### src/design/b32k_pkg.sv
// Shared types, constants and helper functions for the bech32 secret key decoder.
// No dependencies; the decoder top, the character map and the core import this package.

package b32k_pkg;

  // string layout
  localparam logic [6:0] TOTAL_LEN  = 7'd63;
  localparam logic [6:0] PREFIX_LEN = 7'd5;
  localparam logic [6:0] DATA_END   = 7'd57;
  localparam logic [6:0] POS_MAX    = 7'd127;
  localparam logic [5:0] KEY_BYTES  = 6'd32;

  // final status codes
  typedef enum logic [2:0] {
    ST_OK        = 3'd0,
    ST_NONCANON  = 3'd1,
    ST_MALFORMED = 3'd2,
    ST_BADCHAR   = 3'd3,
    ST_CHECKSUM  = 3'd4,
    ST_PADDING   = 3'd5,
    ST_SCALAR    = 3'd6
  } status_t;

  // error flag bit positions (one per nonzero status code)
  localparam int EB_NONCANON  = 0;
  localparam int EB_MALFORMED = 1;
  localparam int EB_BADCHAR   = 2;
  localparam int EB_CHECKSUM  = 3;
  localparam int EB_PADDING   = 4;
  localparam int EB_SCALAR    = 5;

  // running comparison against the group order
  typedef enum logic [1:0] {
    CMP_EQUAL   = 2'd0,
    CMP_LESS    = 2'd1,
    CMP_GREATER = 2'd2
  } cmp_t;

  // output item kinds
  localparam logic KIND_BYTE   = 1'b0;
  localparam logic KIND_STATUS = 1'b1;

  // bch generators
  localparam logic [29:0] GEN [5] = '{
    30'h3B6A57B2, 30'h26508E6D, 30'h1EA119FA, 30'h3D4233DD, 30'h2A1462B3
  };

  // human readable part
  localparam logic [7:0] HRP [4] = '{8'h6E, 8'h73, 8'h65, 8'h63};

  // secp256k1 group order, most significant byte first
  localparam logic [7:0] ORDER [32] = '{
    8'hFF, 8'hFF, 8'hFF, 8'hFF, 8'hFF, 8'hFF, 8'hFF, 8'hFF,
    8'hFF, 8'hFF, 8'hFF, 8'hFF, 8'hFF, 8'hFF, 8'hFF, 8'hFE,
    8'hBA, 8'hAE, 8'hDC, 8'hE6, 8'hAF, 8'h48, 8'hA0, 8'h3B,
    8'hBF, 8'hD2, 8'h5E, 8'h8C, 8'hD0, 8'h36, 8'h41, 8'h41
  };

  // character classification passed from the mapper to the core
  typedef struct packed {
    logic [4:0] value;
    logic       in_alpha;
    logic       is_one;
    logic       is_upper;
    logic       is_space;
  } char_info_t;

  // one result item
  typedef struct packed {
    logic       valid;
    logic       kind;
    logic [7:0] key_byte;
    logic [4:0] byte_index;
    logic [2:0] status;
  } result_t;

  // one polymod step: shift in a 5-bit word, fold the top bits back
  function automatic logic [29:0] poly_step(input logic [29:0] c, input logic [4:0] v);
    logic [4:0]  top;
    logic [29:0] r;
    top = c[29:25];
    r   = {c[24:0], v};
    for (int i = 0; i < 5; i++) begin
      if (top[i]) begin
        r = r ^ GEN[i];
      end
    end
    return r;
  endfunction

  // residue of the expanded prefix, evaluated at elaboration
  function automatic logic [29:0] poly_init();
    logic [29:0] c;
    c = 30'd1;
    for (int i = 0; i < 4; i++) begin
      c = poly_step(c, {2'b00, HRP[i][7:5]});
    end
    c = poly_step(c, 5'd0);
    for (int i = 0; i < 4; i++) begin
      c = poly_step(c, HRP[i][4:0]);
    end
    return c;
  endfunction

  localparam logic [29:0] POLY_INIT = poly_init();

  // expected character at each prefix position
  function automatic logic [7:0] prefix_char(input logic [2:0] pos);
    logic [7:0] ch;
    case (pos)
      3'd0:    ch = 8'h6E;
      3'd1:    ch = 8'h73;
      3'd2:    ch = 8'h65;
      3'd3:    ch = 8'h63;
      3'd4:    ch = 8'h31;
      default: ch = 8'h00;
    endcase
    return ch;
  endfunction

endpackage

### src/design/b32k_in_if.sv
// Request channel carrying one character of the encoded string.
// Uses no package.

interface b32k_in_if;
  logic       valid;
  logic       ready;
  logic [7:0] char_in;
  logic       end_of_string;

  modport source (output valid, output char_in, output end_of_string, input ready);
  modport sink (input valid, input char_in, input end_of_string, output ready);
endinterface

### src/design/b32k_out_if.sv
// Result channel carrying key bytes and the final status.
// Uses no package.

interface b32k_out_if;
  logic       valid;
  logic       ready;
  logic       kind;
  logic [7:0] key_byte;
  logic [4:0] byte_index;
  logic [2:0] status;

  modport source (output valid, output kind, output key_byte, output byte_index,
                  output status, input ready);
  modport sink (input valid, input kind, input key_byte, input byte_index,
                input status, output ready);
endinterface

### src/design/bech32_secret_key_decoder.sv
// Streaming decoder for a bech32 "nsec" secret key string.
// Depends on b32k_pkg, b32k_in_if, b32k_out_if and b32k_core.
//
// Usage:
//   in_chan carries one ASCII character per request, with end_of_string high
//   on the last character. out_chan returns a key byte request (kind 0) for
//   each of the 32 key bytes as it forms, most significant first, and one
//   status request (kind 1) for the last character of each string. A byte
//   that forms on the last character is not sent; only the status is.
//   Timing: a character is registered in the input register on acceptance,
//   then decoded into the output register once that register is free. One
//   character per cycle is sustained while out_chan takes the results; the
//   limit is the single decode stage, whose polymod and repack state carry
//   from one character to the next.
//   Stall: while out_chan is held, the input register still takes one more
//   character; after that in_chan.ready drops until the result is taken.
//   Reset: rst_n low clears both registers and returns the decoder to the
//   start of a string. After every status it starts a new string by itself.

module bech32_secret_key_decoder (
  input  logic        clk,
  input  logic        rst_n,
  b32k_in_if.sink     in_chan,
  b32k_out_if.source  out_chan
);
  import b32k_pkg::*;

  logic       s1_valid_r;
  logic       s1_valid_nxt;
  logic [7:0] s1_char_r;
  logic       s1_eos_r;
  logic       out_valid_r;
  result_t    out_r;
  result_t    res;
  logic       out_free;
  logic       step;
  logic       in_take;

  // handshake control
  assign out_free      = !out_valid_r || out_chan.ready;
  assign step          = s1_valid_r && out_free;
  assign in_chan.ready = !s1_valid_r || out_free;
  assign in_take       = in_chan.valid && in_chan.ready;

  always_comb begin
    s1_valid_nxt = s1_valid_r;
    if (in_take) begin
      s1_valid_nxt = 1'b1;
    end else if (step) begin
      s1_valid_nxt = 1'b0;
    end
  end

  // input register
  always_ff @(posedge clk) begin
    if (!rst_n) begin
      s1_valid_r <= 1'b0;
    end else begin
      s1_valid_r <= s1_valid_nxt;
    end
  end

  always_ff @(posedge clk) begin
    if (in_take) begin
      s1_char_r <= in_chan.char_in;
      s1_eos_r  <= in_chan.end_of_string;
    end
  end

  // decode stage
  b32k_core u_core (
    .clk   (clk),
    .rst_n (rst_n),
    .step  (step),
    .ch    (s1_char_r),
    .eos   (s1_eos_r),
    .res   (res)
  );

  // output register
  always_ff @(posedge clk) begin
    if (!rst_n) begin
      out_valid_r <= 1'b0;
    end else if (out_free) begin
      out_valid_r <= step && res.valid;
    end
  end

  always_ff @(posedge clk) begin
    if (out_free && step && res.valid) begin
      out_r <= res;
    end
  end

  assign out_chan.valid      = out_valid_r;
  assign out_chan.kind       = out_r.kind;
  assign out_chan.key_byte   = out_r.key_byte;
  assign out_chan.byte_index = out_r.byte_index;
  assign out_chan.status     = out_r.status;

endmodule

### src/design/b32k_char_map.sv
// Character classifier: bech32 alphabet lookup and character class flags.
// Depends on b32k_pkg.

module b32k_char_map (
  input  logic [7:0]           ch,
  output b32k_pkg::char_info_t info
);
  import b32k_pkg::*;

  logic [4:0] value;
  logic       found;

  // alphabet lookup
  always_comb begin
    found = 1'b1;
    case (ch)
      "q":     value = 5'd0;
      "p":     value = 5'd1;
      "z":     value = 5'd2;
      "r":     value = 5'd3;
      "y":     value = 5'd4;
      "9":     value = 5'd5;
      "x":     value = 5'd6;
      "8":     value = 5'd7;
      "g":     value = 5'd8;
      "f":     value = 5'd9;
      "2":     value = 5'd10;
      "t":     value = 5'd11;
      "v":     value = 5'd12;
      "d":     value = 5'd13;
      "w":     value = 5'd14;
      "0":     value = 5'd15;
      "s":     value = 5'd16;
      "3":     value = 5'd17;
      "j":     value = 5'd18;
      "n":     value = 5'd19;
      "5":     value = 5'd20;
      "4":     value = 5'd21;
      "k":     value = 5'd22;
      "h":     value = 5'd23;
      "c":     value = 5'd24;
      "e":     value = 5'd25;
      "6":     value = 5'd26;
      "m":     value = 5'd27;
      "u":     value = 5'd28;
      "a":     value = 5'd29;
      "7":     value = 5'd30;
      "l":     value = 5'd31;
      default: begin
        value = 5'd0;
        found = 1'b0;
      end
    endcase
  end

  // class flags
  always_comb begin
    info.value    = value;
    info.in_alpha = found;
    info.is_one   = (ch == 8'h31);
    info.is_upper = (ch inside {[8'h41:8'h5A]});
    info.is_space = (ch inside {8'h20, 8'h0A, 8'h0D, 8'h09});
  end

endmodule

### src/design/b32k_core.sv
// Per-string decode state: polymod, bit repacker, order compare and error flags.
// Depends on b32k_pkg and b32k_char_map.

module b32k_core (
  input  logic                clk,
  input  logic                rst_n,
  input  logic                step,
  input  logic [7:0]          ch,
  input  logic                eos,
  output b32k_pkg::result_t   res
);
  import b32k_pkg::*;

  char_info_t  info;

  logic [6:0]  pos_r;
  logic [29:0] poly_r;
  logic [6:0]  acc_r;
  logic [2:0]  pend_r;
  logic [5:0]  cnt_r;
  cmp_t        cmp_r;
  logic        nz_r;
  logic [5:0]  err_r;

  logic [6:0]  pos_nxt;
  logic [29:0] poly_nxt;
  logic [6:0]  acc_nxt;
  logic [2:0]  pend_nxt;
  logic [5:0]  cnt_nxt;
  cmp_t        cmp_nxt;
  logic        nz_nxt;
  logic [5:0]  err_nxt;

  logic [4:0]  v;
  logic [11:0] acc_w;
  logic [3:0]  pend5;
  logic [2:0]  pend_w;
  logic [11:0] shifted;
  logic [7:0]  byte_val;
  logic        have_byte;
  logic [5:0]  fin_err;
  status_t     status;

  b32k_char_map u_map (
    .ch   (ch),
    .info (info)
  );

  // next state and result for one character
  always_comb begin
    pos_nxt   = pos_r;
    poly_nxt  = poly_r;
    acc_nxt   = acc_r;
    pend_nxt  = pend_r;
    cnt_nxt   = cnt_r;
    cmp_nxt   = cmp_r;
    nz_nxt    = nz_r;
    err_nxt   = err_r;
    have_byte = 1'b0;
    v         = info.in_alpha ? info.value : 5'd0;
    acc_w     = {acc_r, v};
    pend5     = {1'b0, pend_r} + 4'd5;
    pend_w    = pend5[2:0];
    shifted   = acc_w >> pend_w;
    byte_val  = shifted[7:0];

    // case checks
    if (info.is_upper) begin
      err_nxt[EB_NONCANON] = 1'b1;
    end
    if (((pos_r == 7'd0) || eos) && info.is_space) begin
      err_nxt[EB_NONCANON] = 1'b1;
    end

    if (pos_r < PREFIX_LEN) begin
      // prefix compare
      if (ch != prefix_char(pos_r[2:0])) begin
        err_nxt[EB_MALFORMED] = 1'b1;
      end
    end else if (pos_r < TOTAL_LEN) begin
      // data or checksum word
      if (info.is_one) begin
        err_nxt[EB_MALFORMED] = 1'b1;
      end else if (!info.in_alpha) begin
        err_nxt[EB_BADCHAR] = 1'b1;
      end
      poly_nxt = poly_step(poly_r, v);
      if (pos_r < DATA_END) begin
        // repack into bytes
        if (pend5[3] && !cnt_r[5]) begin
          have_byte = 1'b1;
          if (cmp_r == CMP_EQUAL) begin
            if (byte_val < ORDER[cnt_r[4:0]]) begin
              cmp_nxt = CMP_LESS;
            end else if (byte_val > ORDER[cnt_r[4:0]]) begin
              cmp_nxt = CMP_GREATER;
            end
          end
          if (byte_val != 8'd0) begin
            nz_nxt = 1'b1;
          end
          cnt_nxt = cnt_r + 6'd1;
        end
        acc_nxt  = acc_w[6:0] & (7'h7F >> (3'd7 - pend_w));
        pend_nxt = pend_w;
      end
    end else begin
      err_nxt[EB_MALFORMED] = 1'b1;
    end

    if (pos_r != POS_MAX) begin
      pos_nxt = pos_r + 7'd1;
    end

    // end of string checks
    fin_err = err_nxt;
    if (pos_r != (TOTAL_LEN - 7'd1)) begin
      fin_err[EB_MALFORMED] = 1'b1;
    end
    if (poly_nxt != 30'd1) begin
      fin_err[EB_CHECKSUM] = 1'b1;
    end
    if ((acc_nxt[3:0] != 4'd0) || (pend_nxt >= 3'd5)) begin
      fin_err[EB_PADDING] = 1'b1;
    end
    if (!nz_nxt || (cmp_nxt != CMP_LESS)) begin
      fin_err[EB_SCALAR] = 1'b1;
    end

    // lowest code wins
    if (fin_err[EB_NONCANON]) begin
      status = ST_NONCANON;
    end else if (fin_err[EB_MALFORMED]) begin
      status = ST_MALFORMED;
    end else if (fin_err[EB_BADCHAR]) begin
      status = ST_BADCHAR;
    end else if (fin_err[EB_CHECKSUM]) begin
      status = ST_CHECKSUM;
    end else if (fin_err[EB_PADDING]) begin
      status = ST_PADDING;
    end else if (fin_err[EB_SCALAR]) begin
      status = ST_SCALAR;
    end else begin
      status = ST_OK;
    end

    // result item
    res = '0;
    if (eos) begin
      res.valid  = 1'b1;
      res.kind   = KIND_STATUS;
      res.status = status;
    end else if (have_byte) begin
      res.valid      = 1'b1;
      res.kind       = KIND_BYTE;
      res.key_byte   = byte_val;
      res.byte_index = cnt_r[4:0];
    end
  end

  // decode state, back to its start value after each final status
  always_ff @(posedge clk) begin
    if (!rst_n || (step && eos)) begin
      pos_r  <= 7'd0;
      poly_r <= POLY_INIT;
      acc_r  <= 7'd0;
      pend_r <= 3'd0;
      cnt_r  <= 6'd0;
      cmp_r  <= CMP_EQUAL;
      nz_r   <= 1'b0;
      err_r  <= 6'd0;
    end else if (step) begin
      pos_r  <= pos_nxt;
      poly_r <= poly_nxt;
      acc_r  <= acc_nxt;
      pend_r <= pend_nxt;
      cnt_r  <= cnt_nxt;
      cmp_r  <= cmp_nxt;
      nz_r   <= nz_nxt;
      err_r  <= err_nxt;
    end
  end

endmodule

### src/flat_wrapper.sv
// flat-port wrapper written by rule: the top's interface ports become plain ports
module bech32_secret_key_decoder_flat import b32k_pkg::*;
  (clk, rst_n, in_chan_valid, in_chan_char_in, in_chan_end_of_string, in_chan_ready, out_chan_valid, out_chan_kind, out_chan_key_byte, out_chan_byte_index, out_chan_status, out_chan_ready);
  b32k_in_if in_chan_i ();
  b32k_out_if out_chan_i ();
  input  logic clk;
  input  logic rst_n;
  input wire logic [$bits(in_chan_i.valid)-1:0] in_chan_valid;
  input wire logic [$bits(in_chan_i.char_in)-1:0] in_chan_char_in;
  input wire logic [$bits(in_chan_i.end_of_string)-1:0] in_chan_end_of_string;
  output wire logic [$bits(in_chan_i.ready)-1:0] in_chan_ready;
  output wire logic [$bits(out_chan_i.valid)-1:0] out_chan_valid;
  output wire logic [$bits(out_chan_i.kind)-1:0] out_chan_kind;
  output wire logic [$bits(out_chan_i.key_byte)-1:0] out_chan_key_byte;
  output wire logic [$bits(out_chan_i.byte_index)-1:0] out_chan_byte_index;
  output wire logic [$bits(out_chan_i.status)-1:0] out_chan_status;
  input wire logic [$bits(out_chan_i.ready)-1:0] out_chan_ready;
  assign in_chan_i.valid = in_chan_valid;
  assign in_chan_i.char_in = in_chan_char_in;
  assign in_chan_i.end_of_string = in_chan_end_of_string;
  assign in_chan_ready = in_chan_i.ready;
  assign out_chan_valid = out_chan_i.valid;
  assign out_chan_kind = out_chan_i.kind;
  assign out_chan_key_byte = out_chan_i.key_byte;
  assign out_chan_byte_index = out_chan_i.byte_index;
  assign out_chan_status = out_chan_i.status;
  assign out_chan_i.ready = out_chan_ready;
  bech32_secret_key_decoder u_core (.clk(clk), .rst_n(rst_n), .in_chan(in_chan_i), .out_chan(out_chan_i));
endmodule
### config.mk
export PLATFORM = sky130hd
export DESIGN_NAME = bech32_secret_key_decoder_flat
export DESIGN_NICKNAME = d
export VERILOG_FILES = /design/src/design/b32k_pkg.sv /design/src/design/b32k_in_if.sv /design/src/design/b32k_out_if.sv /design/src/design/bech32_secret_key_decoder.sv /design/src/design/b32k_char_map.sv /design/src/design/b32k_core.sv /design/src/flat_wrapper.sv
export SDC_FILE = /design/constraint.sdc
export NUM_CORES = 1
export LEC_CHECK = 0
export BUFFER_PORTS_ARGS = -buffer_cell sky130_fd_sc_hd__buf_2
export CORE_UTILIZATION = 49
export CTS_BUF_LIST = sky130_fd_sc_hd__clkbuf_2 sky130_fd_sc_hd__clkbuf_4 sky130_fd_sc_hd__clkbuf_8
export DETAILED_ROUTE_END_ITERATION = 16
export PLACE_DENSITY = 0.66
export SYNTH_ARGS = -nofsm -noshare
export SYNTH_HDL_FRONTEND = slang
export SYNTH_SLANG_ARGS = --single-unit
### constraint.sdc
create_clock -name clk -period 6 [get_ports clk]
set_clock_uncertainty 0.1 [all_clocks]
set_input_delay 0.6 -clock clk [delete_from_list [all_inputs] [get_ports clk]]
set_output_delay 0.6 -clock clk [all_outputs]
set_load 0.02 [all_outputs]
==> run_results.csv <==
group,metric,value,unit
yosys,synth_seq_cells,87,
critical_path,buf_inv_stages_crit_path,1,
critical_path,worstSetupStartpointType,"flip-flop",
floorplanning,dieArea,13300,um^2
placement,post-dp-hpwl,10600,um
cells_and_area,num-fill-cells,1186,
cells_and_area,layout-drive-gt1-share,12.1,%
sta,clock_period_minus_worst_slack,5220,ps
yosys,synth_async_sr_flop_share,0,%
cts,ctsResizeCount,0,
sta,fin_crit_sh,86.9,%
detailed_routing,wl,15100,um
critical_path,worst-endpoint-required,6040,ps
sta,rsz_0062_raised_after_global_routing,"false",
detailed_routing,dr_total_vias,5375,
critical_path,r2r-end,"u_core.out_chan.status[2]",
cts,clk_latency,390,ps
detailed_routing,first_pass_iters,5,
placement,place_ws,869,ps
critical_path,worst_r2r_startpoint,"u_core.u_core.pend_r[0]",
detailed_routing,drtAntennaViolNets,0,
power_and_ir_drop,power_leakage,2.45,nW
detailed_routing,met3_wirelength,699,um
yosys,netlist_top_cells_area,"sky130_fd_sc_hd__dfxtp_1 (19%), sky130_fd_sc_hd__edfxtp_1 (12%), sky130_fd_sc_hd__xnor2_1 (6.5%)",
floorplanning,placementRows,41,
sta,fmax,192,MHz
global_routing,grt_max_degree,40,
detailed_routing,route.detailed.wl_per_inst,16.4,um
detailed_routing,detail_route.drc_violations,0,
yosys,most_common_library_cells_after_synthesis,"sky130_fd_sc_hd__nor2_1 (80), sky130_fd_sc_hd__nand2_1 (78), sky130_fd_sc_hd__dfxtp_1 (61)",
global_routing,via_count_of_the_first_global_routing_pass,5095,
critical_path,worst-r2r-setup-slack,780,ps
detailed_routing,detail_route.vias_per_cell,5.86,
critical_path,worst_ep_arrival_time,5260,ps
yosys,synth_xor_xnor_area_share,9.42,%
power_and_ir_drop,ir_drop,0.000121,V
critical_path,critPathTopFamily,"adder cells",
cells_and_area,final_nets,780,
yosys,synthDominantCellAreaShare,19.4,%
floorplanning,ios,32,
critical_path,criticalPathCategory,"reg -> reg",
critical_path,crit_fanout,29,
hold_path,timing.hold.worst.class,"in -> reg",
global_routing,first_pass_grt_wire_length,25400,um
cts,cts_made_buffers,9,
yosys,synth_flop_cell,"sky130_fd_sc_hd__dfxtp_1",
yosys,post_synth_and_or_nand_nor_area_fraction,25.0,%
global_routing,globalRoute.totalOverflow,0,
yosys,netlist_area,6290,um^2
yosys,synth_fp_nets,786,
cts,ctsHtreeMaxLevel,3,
yosys,yosys.area.top_type,"sky130_fd_sc_hd__dfxtp_1",
critical_path,cp-end-kind,"flip-flop",
yosys,yosysUniqueCellTypes,89,
placement,finalWeightedCongestion,0.905,
sta,slew_headroom,26.8,%
hold_path,min_from,"in_chan_end_of_string",
cells_and_area,n_antenna_cell,0,
cts,cts.clk_slew.worst_paths,100,ps
yosys,synth_compound_gate_area_share,19.6,%
critical_path,worstSetupPathDepth,15,
critical_path,timing.critical_path.from,"u_core.u_core.pend_r[0]",
floorplanning,placeable_core_area,12600,um^2
sta,max_slew.worst_pin.slew,1090,ps
placement,io_buffer_count,31,
sta,report.final.slew_viol_count,0,
detailed_routing,drt-initial-drc-count,471,
floorplanning,initial_core_util,50.1,%
cells_and_area,layout_overhead_on_the_synthesized_area,4.69,%
yosys,count_of_flip_flops_with_a_built_in_enable_after_synthesis,26,
yosys,combinational_family_with_the_most_area_after_synthesis,"simple AND/OR/NAND/NOR gates",
detailed_routing,wl_met2,6900,um
detailed_routing,m1WireLength,7300,um
global_routing,antenna_found_initial,0,
cts,cts_hold_repair.buffers,0,
critical_path,crit_chain,"inv_2, ha_1, mux4_2, nor2_1, a31oi_2, ha_1, nor2b_1, o21ai_0, nand2b_1, a21oi_1, nor2_1, a211oi_1, a21oi_1, or4b_1, and3b_1",
cts,post_cts_buffers,0,
run,max_cap_check_violation_count,0,
critical_path,critPathMaxStageDelay,960,ps
critical_path,timing.reg2reg.worst_path_depth,15,
sta,timing.hold.ws,290,ps
yosys,synth.mux.area_fraction,3.44,%
floorplanning,fp.dieH,115,um
cts,cts_buffer_depth,2,
sta,setup_slack,784,ps
yosys,yosysWarnings,0,
yosys,yosys.area_share.adder,5.17,%
sta,timing.setup.tns,0,ps
sta,setup-violations-final,0,
floorplanning,die_width,115,um
detailed_routing,top_signal_layer_used,"met4",
cts,clock_sink_count,87,
yosys,synthCells,747,
power_and_ir_drop,power.total,1.12,mW
sta,hold_viol_final,0,
power_and_ir_drop,power-per-cell-area,170,nW/um^2
yosys,synthesis.area_per_instance,8.43,um^2
global_routing,overall_global_routing_resource_usage,24.3,%
critical_path,cpMaxStageDelayCell,"sky130_fd_sc_hd__ha_1",
yosys,synth-seq-area-share,31.8,%
critical_path,critPathCapture,"u_core.out_chan.status[2]",
status,run_status,"complete, no violations",
yosys,synthMostInstantiatedCell,"sky130_fd_sc_hd__nor2_1",
cts,cts_tree,"yes",
cts,clockRootBuffer,"sky130_fd_sc_hd__clkbuf_8",
==> metal layers <==
| layer | up-vias | GRT usage [%] |
|---|---|---|
| met1 | 2570 | 33.1 |
| li1 | 2671 | - |
| met3 | 15 | 4.74 |
| met2 | 119 | 38.4 |
| met5 | - | 0 |
| met4 | 0 | 7.97 |
==> cell families (layout without fill, tap and decap cells) <==
kind of cell	count (synthesis)	count (layout)
fa+ha+maj	26	26
simple gates	303	303
mux	18	18
xor+xnor	63	63
flops	87	87
buf+inv	71	70
compound gates	179	179
==> state kept, by name, indices dropped and copies added (netlist names) <==
signal                      cells
u_core.s1_valid_r               1
u_core.u_core.acc_r             7
u_core.out_chan.key_byte        8
u_core.s1_char_r                8
u_core.u_core.err_r             3
u_core.out_chan.status          3
u_core.u_core.nz_r              1
u_core.u_core.cmp_r             2
u_core.out_chan.valid           1
u_core.s1_eos_r                 1
u_core.u_core.pos_r             7
u_core.out_chan.byte_index      5
u_core.out_chan.kind            1
u_core.u_core.poly_r           30
u_core.u_core.pend_r            3
u_core.u_core.cnt_r             6
==> through the flow <==
step,std cells,cell area [um^2],util [%]
global placement,902,6420,51.1
global route,918,6590,52.4
floorplan,747,6290,-
finish,918,6590,52.4
detailed placement,902,6420,51.1
CTS,918,6590,52.4
==> power breakdown <==
part	switching, mW	internal, mW	total (mW)
clock	0.234	0.151	0.385
combinational	0.0585	0.0395	0.0980
sequential	0.0231	0.614	0.637
==> area by class of cell <==
cell class                      count  area, um^2  share of cell area (%)
Clock buffer                        9         124                    1.88
Clock inverter                      7        46.3                   0.702
Inverter                           19        71.3                    1.08
Multi-Input combinational cell    589        3950                    59.9
Sequential cell                    87        2000                    30.4
Tap cell                          172         215                    3.27
Timing Repair Buffer               35         185                    2.81
==> placed cells by master, fill, tap and decap left out, types with 13 or more instances in the layout <==
cell type / Yosys / final
sky130_fd_sc_hd__xnor2_1: 47 / 47
sky130_fd_sc_hd__edfxtp_1: 26 / 26
sky130_fd_sc_hd__nand3_1: 25 / 25
sky130_fd_sc_hd__inv_1: 18 / 18
sky130_fd_sc_hd__a21oi_1: 42 / 42
sky130_fd_sc_hd__a211oi_1: 13 / 13
sky130_fd_sc_hd__o21ai_0: 30 / 30
sky130_fd_sc_hd__ha_1: 26 / 26
sky130_fd_sc_hd__buf_2: 14 / 31
sky130_fd_sc_hd__nor2b_1: 15 / 15
sky130_fd_sc_hd__o211ai_1: 21 / 21
sky130_fd_sc_hd__dfxtp_1: 61 / 61
sky130_fd_sc_hd__nor2_1: 80 / 79
sky130_fd_sc_hd__nand2_1: 78 / 78
sky130_fd_sc_hd__and2_1: 19 / 19
==> worst min-delay path by stage <==
stage                                  end  slack (ps)  depth (start not counted)
floorplan               u_core.u_core.nz_r         340                          2
global placement    u_core.u_core.err_r[0]         350                          2
detailed placement  u_core.u_core.cmp_r[1]         360                          2
CTS                        u_core.s1_eos_r         270                          1
global route           u_core.s1_char_r[1]         270                          1
finish                     u_core.s1_eos_r         290                          1
No activity file was read; power rests on OpenSTA's default activity.
